File: src/hw/rtl/pft_pkg.sv
// pft_pkg: shared types and constants for the page frame translator
// used by the interfaces, controller, datapath and top level; no dependencies

package pft_pkg;

   // fixed field widths of the request and response payloads
   localparam int LOG_ADDR_W = 32;
   localparam int PHYS_ADDR_W = 20;
   localparam int FRAME_IDX_W = 8;

   // parameter defaults
   localparam int DEF_OFFSET_BITS = 12;
   localparam int DEF_ADDRESS_BITS = 32;
   localparam int DEF_NUM_FRAMES = 256;

   // response status codes
   localparam logic STATUS_OK = 1'b0;
   localparam logic STATUS_NO_FRAME = 1'b1;

   typedef enum logic [1:0] {
      ST_IDLE,
      ST_SEARCH,
      ST_DELIVER
   } state_type;

   // controller to datapath
   typedef struct packed {
      logic load;       // capture request, restart scan
      logic issue;      // read next table entry
      logic set_hit;    // result: page found at checked entry
      logic set_alloc;  // result: assign next free frame
      logic set_full;   // result: no frame left
      logic deliver;    // move result into the output register
   } cmd_type;

   // datapath to controller
   typedef struct packed {
      logic scan_more;   // entries left to read
      logic match;       // entry read last cycle holds the page
      logic table_full;  // every frame in use
      logic out_free;    // output register can take a result
   } status_type;

endpackage

File: src/hw/rtl/pft_ctrl.sv
// pft_ctrl: controller state machine of the page frame translator
// depends on pft_pkg for state, command and status types

module pft_ctrl (
   input  logic                clock,
   input  logic                reset,
   input  logic                req_valid,
   output logic                req_ready,
   input  pft_pkg::status_type status,
   output pft_pkg::cmd_type    cmd
);

   pft_pkg::state_type state_ff, state_in;

   always_ff @(posedge clock) begin
      if (reset) begin
         state_ff <= pft_pkg::ST_IDLE;
      end else begin
         state_ff <= state_in;
      end
   end

   always_comb begin
      state_in = state_ff;
      cmd = '0;
      req_ready = 1'b0;
      case (state_ff)
         pft_pkg::ST_IDLE: begin
            req_ready = 1'b1;
            if (req_valid) begin
               cmd.load = 1'b1;
               state_in = pft_pkg::ST_SEARCH;
            end
         end
         pft_pkg::ST_SEARCH: begin
            if (status.match) begin
               cmd.set_hit = 1'b1;
               state_in = pft_pkg::ST_DELIVER;
            end else if (status.scan_more) begin
               cmd.issue = 1'b1;
            end else if (status.table_full) begin
               cmd.set_full = 1'b1;
               state_in = pft_pkg::ST_DELIVER;
            end else begin
               cmd.set_alloc = 1'b1;
               state_in = pft_pkg::ST_DELIVER;
            end
         end
         pft_pkg::ST_DELIVER: begin
            if (status.out_free) begin
               cmd.deliver = 1'b1;
               state_in = pft_pkg::ST_IDLE;
            end
         end
         default: begin
            state_in = pft_pkg::ST_IDLE;
         end
      endcase
   end

endmodule

File: config.mk
export PLATFORM = sky130hd
export DESIGN_NAME = pft_ctrl
export DESIGN_NICKNAME = d
export VERILOG_FILES = /design/src/hw/rtl/pft_pkg.sv /design/src/hw/rtl/pft_ctrl.sv
export SDC_FILE = /design/constraint.sdc
export NUM_CORES = 1
export LEC_CHECK = 0
export BUFFER_PORTS_ARGS = -buffer_cell sky130_fd_sc_hd__clkbuf_2
export CORE_AREA = 5 5 42 44
export DETAILED_ROUTE_END_ITERATION = 7
export DIE_AREA = 0 0 47 49
export MAX_ROUTING_LAYER = met4
export SYNTH_ARGS = -nofsm -noshare
export SYNTH_HDL_FRONTEND = slang
export SYNTH_SLANG_ARGS = --single-unit
File: constraint.sdc
create_clock -name clock -period 0.8 [get_ports clock]
set_input_delay 0.04 -clock clock [delete_from_list [all_inputs] [get_ports clock]]
set_output_delay 0.04 -clock clock [all_outputs]
set_load 0.05 [all_outputs]
# ---- After elaboration in Yosys (flattened, before gate mapping)
# Index checks and enable logic that the tools add are counted.
dict set report classes {
  reduce_logical 2
  n_eq_ne 5
  mux 18
}
# operator count
set op_table {}
lappend op_table {{2-bit two-way mux} 6}
lappend op_table {{1-bit two-way mux} 10}
lappend op_table {{2-bit one-hot mux with 3 select lines} 1}
lappend op_table {{4-bit two-way mux} 1}
lappend op_table {{2-bit inequality test, second input constant} 2}
lappend op_table {{3-bit inequality test, second input constant} 1}
lappend op_table {{3-bit AND reduction} 1}
lappend op_table {{2-bit by 1-bit == test with 1-bit output, second input constant} 1}
lappend op_table {{2-bit == test, second input constant} 1}
lappend op_table {{2-bit zero test} 1}
dict set report totals {
  out_inout_bits 7
  wordCells 26
  register_bits 2
  input_bits 7
}

# ---- Longest topological paths before layout
# Gate-level depths: netlist of the first run.
dict set report depth {
  depth_word 4
  depth_mapped 3
  depth_no_buf 3
}

# ---- Least setup slack after synthesis of the first run
# Ideal clock, no wire load.
dict set report synth_timing {
  kind {register to output}
  startpoint {register state_ff[0]}
  endpoint {output port cmd[2] in the netlist's numbering}
  path_stages_with_launch 3
  t_arrival_ps 1949
  path_slack_ps -1189
  cell_sequence {dfxtp_1 nand2b_4 nor4_1}
}
# element line
set synth_rtl {}
lappend synth_rtl {{from (decl)} pft_ctrl.sv:13} ;# pft_pkg::state_type state_ff, state_in;
lappend synth_rtl {{from (signal assigned)} pft_ctrl.sv:17} ;# state_ff <= pft_pkg::ST_IDLE;
lappend synth_rtl {{from (signal assigned)} pft_ctrl.sv:19} ;# state_ff <= state_in;
lappend synth_rtl {{to (decl)} pft_ctrl.sv:10} ;# output pft_pkg::cmd_type cmd

==> flow_summary.toml, run 1 <==
[synthesis]
synth-seq-cells = 2
synth_cell_types = 14
ys_seq_area_share_pct = 25.4
syn-instance-count = 17
avgSynthCellArea_um2 = 9.27
yosysTopAreaCell = "dfxtp_1"
yosysTopAreaCellShare_pct = 25.4
syn-cell-area_um2 = 158
syn_nets = 24
synthTopCellsByArea = "dfxtp_1 25%, nor4b_2 9.5%, nand2b_4 8.7%"
yosysWarningCount = 0

[die]
core_um2 = 1400
num_rows = 14
dieArea_um2 = 2300
io_pins = 14
fp.dieW_um = 47
die_h_um = 49
start_util_pct = 11.2

[detailed_routing]
wl_per_cell_um = 9.66
vias = 218
dr.pass1.iters = 1
routed_wl_um = 570
postRouteAntennaNets = 0
drtIter0Drc = 0
via_per_inst = 3.69
drcViolationCount = 0

[run]
drv.max_cap_violation_count = 0

[run_status]
status = "finished with violations"
violations = "negative setup slack"

[placement]
gp_congestion = 0.728
dpl.hpwl_um = 406
io_buffers = 13

[global_routing]
grt_pass1_vias = 225
grt_max_degree = 5
overflow = 0
grt_use_total_pct = 5.76
antenna_found_initial = 0
grt_pass1_wl_um = 862

[power_and_ir_drop]
power_density_nw_per_um2 = 1280
p_leak_nw = 0.227
vdd_drop_max_uv = 483

[final_layout]
nets = 51
layout-drive-gt1-share_pct = 88.4
regMostFlops = "state_ff"
area_growth_pct = 227
utilization_pct = 36.8
reg_top3 = "state_ff: 2 flops"
diodes = 0
largest_register_ffs = 2

[sta]
period_share_pct = 150
clock_skew_ns = 0.00828
grt_setup_unrepaired = "true"
tightest_slew_ns = 0.283
finalWorstSetupSlack_ns = -0.396
max_freq_mhz = 836
setup_tns_ns = -2.54
setup_violations = 9
post-route-min-period_ns = 1.20
final_hold_viol_count = 0
slew_violations = 0
slew_headroom_pct = 81.1

[cts]
clockBufferDepth = 2
clock_latency_ns = 0.23
cts_tree = "done"
ctsHtreeMaxLevel = 1
clockRootBuffer = "clkbuf_4"
cts_buffers = 3
cts.sinks = 2
clk_pin_slew_ns = 0.03

[worst_setup_path]
crit_slowest_cell = "dfxtp_2"
worstPathRequired_ns = 0.76
arrival_ns = 1.16
worstPathMaxFanout = 4
endpoint_kind = "output pin"
critPathTopFamily = "simple AND/OR/NAND/NOR gates"
worstSetupPathType = "reg -> out"
crit_path_cell_trace = "nand2b_4 -> nor4b_4 -> buf_12"
critPathBufInv = 1
critPathMaxStageDelay_ns = 0.30
crit_path_start_kind = "flop"

[worst_hold_path]
hold_class = "in -> reg"
==> power breakdown <==
part           total (W)  internal, W  switching [W]  leakage [nW]
clock network   0.000245     0.000185      0.0000594        0.0150
logic           0.000301     0.000155       0.000146         0.194
registers       0.000113     0.000107     0.00000559        0.0175
==> timing repair <==
item / 4_1_cts / 5_1_grt
setup endpoints to repair: 8 / 9
endpoints found under the hold margin: 1 / 0
hold buffers: 1 / 0
buffers inserted: 5 / 2
gates resized for setup: 19 / 8
pin swaps: 4 / 4
==> kinds of logic after synthesis <==
| logic type | after synthesis | synth area share, % |
|---|---|---|
| compound gates | 1 | 5.56 |
| buf+inv | 1 | 2.38 |
| flops | 2 | 25.4 |
| simple gates | 12 | 60.3 |
| mux | 1 | 6.35 |
==> synthesized netlist by cell type, drive strengths merged <==
cell type  instances
nor2               3
dfxtp              2
nor2b              2
and2               1
and2b              1
and3b              1
inv                1
mux2i              1
nand2b             1
nor3               1
nor4               1
nor4b              1
o2bb2ai            1
==> through the flow <==
stage,instance area (µm²),cells,total power (W),hold slack [ns],worst slack [ns]
detailed placement,317,48,0.000300,0.227,-0.230
floorplan,201,17,0.000241,0.102,-0.422
global route,515,59,0.000703,0.125,-0.453
CTS,488,58,0.000648,0.0959,-0.404
global placement,317,48,0.000299,0.221,-0.229
finish,515,59,0.000658,0.106,-0.396
==> routing by layer <==
layer	wire (µm)	global-route usage [%]	vias to the layer above
li1	-	-	111
met1	179	4.80	100
met2	329	8.14	7
met3	61	3.69	0
met4	0	5.53	0
met5	0	-	-
==> final cells by class <==
class | count | area, µm²
fill | 139 | 886
timing repair buffer | 22 | 244
multi-input combinational | 14 | 176
sequential | 2 | 45.0
clock buffer | 4 | 26.3
tap | 16 | 20.0
inverter | 1 | 3.75
==> final timing paths <==
| kind | slack, ns | from | to | depth (start not counted) |
|---|---|---|---|---|
| worst min register to register | 0.59 | state_ff[1] | state_ff[0] | 3 |
| worst max register to register | -0.16 | state_ff[0] | state_ff[1] | 5 |
| worst max-delay path | -0.40 | state_ff[1] | cmd[1] | 3 |
| worst min-delay path | 0.11 | req_valid | state_ff[0] | 3 |
==> placed cells by master (no fill, tap or decap), drive strengths merged <==
cell type    netlist  layout
dfxtp              2       2
mux2i              1       1
and2b              1       1
nand2b             1       1
nor2               3       3
o2bb2ai            1       1
nor4               1       1
clkbuf             0      13
nor2b              2       2
and3b              1       1
nor4b              1       1
buf                0      12
nor3               1       1
dlygate4sd3        0       1
and2               1       1
inv                1       1
==> worst min-delay path, delay by kind of cell <==
kind / cells / cell delay (ns)
simple gates: 1 / 0.09
mux: 1 / 0.07
buf+inv: 1 / 0.09
(Power assumes the default switching activity.)
==> run 2, diff against run 1 <==
CELL_PAD_IN_SITES_DETAIL_PLACEMENT = 1   (was not set)
CELL_PAD_IN_SITES_GLOBAL_PLACEMENT = 2   (was not set)
PLACE_DENSITY_LB_ADDON = 0.1   (was not set)
==> run 2 against run 1 <==
Against the previous run:
- the flow still finishes with violations (negative setup slack)
- sequential power hardly changed
- global-route usage up 0.14 points
- first-iteration DRC count is 1 higher
- design area up 3.6%
- count of clock-buffer cells in the layout did not move
- register-to-register slack got worse by 0.16 ns
- clock power hardly changed
- die area is the same
- power rose by 4.2%
- critical endpoint is now cmd[2]
==> flow_summary.toml, run 2 (synthesized netlist as in run 1, its figures left out) <==
[die]
num_rows = 14
fp.dieW_um = 47
io_pins = 14
start_util_pct = 11.2
die_h_um = 49
dieArea_um2 = 2300
core_um2 = 1400

[detailed_routing]
drcViolationCount = 0
via_per_inst = 3.88
drtIter0Drc = 1
dr.pass1.iters = 2
postRouteAntennaNets = 0
vias = 225
routed_wl_um = 589
wl_per_cell_um = 10.2

[sta]
period_share_pct = 152
max_freq_mhz = 824
grt_setup_unrepaired = "true"
post-route-min-period_ns = 1.21
slew_headroom_pct = 82.2
final_hold_viol_count = 0
clock_skew_ns = 0.0103
setup_tns_ns = -2.80
finalWorstSetupSlack_ns = -0.414
tightest_slew_ns = 0.265
setup_violations = 9
slew_violations = 0

[run_status]
status = "finished with violations"
violations = "negative setup slack"

[worst_setup_path]
worstPathMaxFanout = 4
worstPathRequired_ns = 0.76
r2r_slack_ns = -0.32
critPathLaunch = "state_ff[1]"
endpoint_kind = "output pin"
worst_r2r_path_depth = 6
arrival_ns = 1.17
r2r_start = "state_ff[1]"
worstSetupPathType = "reg -> out"
r2r-end = "state_ff[1]"
crit_path_start_kind = "flop"

[final_layout]
largest_register_ffs = 2
layout-drive-gt1-share_pct = 90.5
diodes = 0
utilization_pct = 38.1
nets = 50
area_growth_pct = 239
finalInstanceArea_um2 = 534
layout_commonest_cell = "buf_12"
regMostFlops = "state_ff"
reg_top3 = "state_ff: 2 flops"
instances_no_fill = 58
final_cell_mix = "8 x buf_12, 6 x clkbuf_2, 4 x buf_6"

[cts]
clockRootBuffer = "clkbuf_4"
cts_buffers = 3
ctsHtreeMaxLevel = 1
cts_tree = "done"
clockBufferDepth = 2
clk_pin_slew_ns = 0.04
clock_latency_ns = 0.23
cts.sinks = 2

[placement]
dp.cells = 50
io_buffers = 13
dpl.hpwl_um = 520
pre_cts_ws_ns = -0.204
placed_area_um2 = 434
gp_congestion = 0.662

[power_and_ir_drop]
power_density_nw_per_um2 = 1280
p_leak_nw = 0.228
vdd_drop_max_uv = 624

[run]
drv.max_cap_violation_count = 0

[worst_hold_path]
whs_path_depth = 3
whs_endpoint = "state_ff[0]"
min_from = "req_valid"
hold_class = "in -> reg"

[global_routing]
grt_max_degree = 5
grt_pass1_wl_um = 959
overflow = 0
grt_pass1_vias = 239
antenna_found_initial = 0
grt_use_total_pct = 5.91
==> run 2: final cells by class <==
| cell class | count | area [µm²] |
|---|---|---|
| multi-input cells | 14 | 179 |
| fillers | 158 | 867 |
| well taps | 16 | 20.0 |
| clock buffers | 4 | 26.3 |
| flip-flops and latches | 2 | 45.0 |
| inverters | 1 | 3.75 |
| repair buffers | 21 | 260 |
==> run 2: worst max path at each step <==
stage / to / slack, ns / cells past startpoint
floorplan: cmd[1] / -0.42 / 2
global placement: cmd[1] / -0.19 / 3
detailed placement: cmd[1] / -0.20 / 3
CTS: cmd[2] / -0.43 / 4
global route: cmd[2] / -0.46 / 4
finish: cmd[2] / -0.41 / 4
==> run 2: repair_timing <==
item	4_1_cts	5_1_grt
pin swaps	4	1
endpoints found under the hold margin	1	0
setup endpoints to repair	9	9
setup buffers	1	2
hold buffers	1	0
gates resized for setup	5	4
==> run 2: worst max-delay path, cell delays in order (launching register included) <==
cell      delay (ns)
dfxtp_2         0.31
nand2b_4        0.15
buf_12          0.13
nor4_4          0.18
buf_12          0.18
==> run 2: routing by layer <==
layer  up-vias  global-route usage [%]  share of wire [%]
met5         -                       -                  0
met2        10                    10.2                 57
met3         0                    1.11                9.0
met1       105                    5.46                 34
li1        110                       -                  -
met4         0                    4.15                  0
==> run 2: power breakdown <==
| group | total, W | internal (W) | switching [W] |
|---|---|---|---|
| clock network | 0.000245 | 0.000185 | 0.0000602 |
| registers | 0.000113 | 0.000107 | 0.00000560 |
| logic | 0.000327 | 0.000177 | 0.000151 |
==> run 2: stage by stage <==
step	hold slack, ns	power [W]
after detailed placement	0.220	0.000393
after global placement	0.214	0.000389
after global routing	0.156	0.000730
after floorplan	0.102	0.000241
after CTS	0.120	0.000681
final	0.130	0.000686
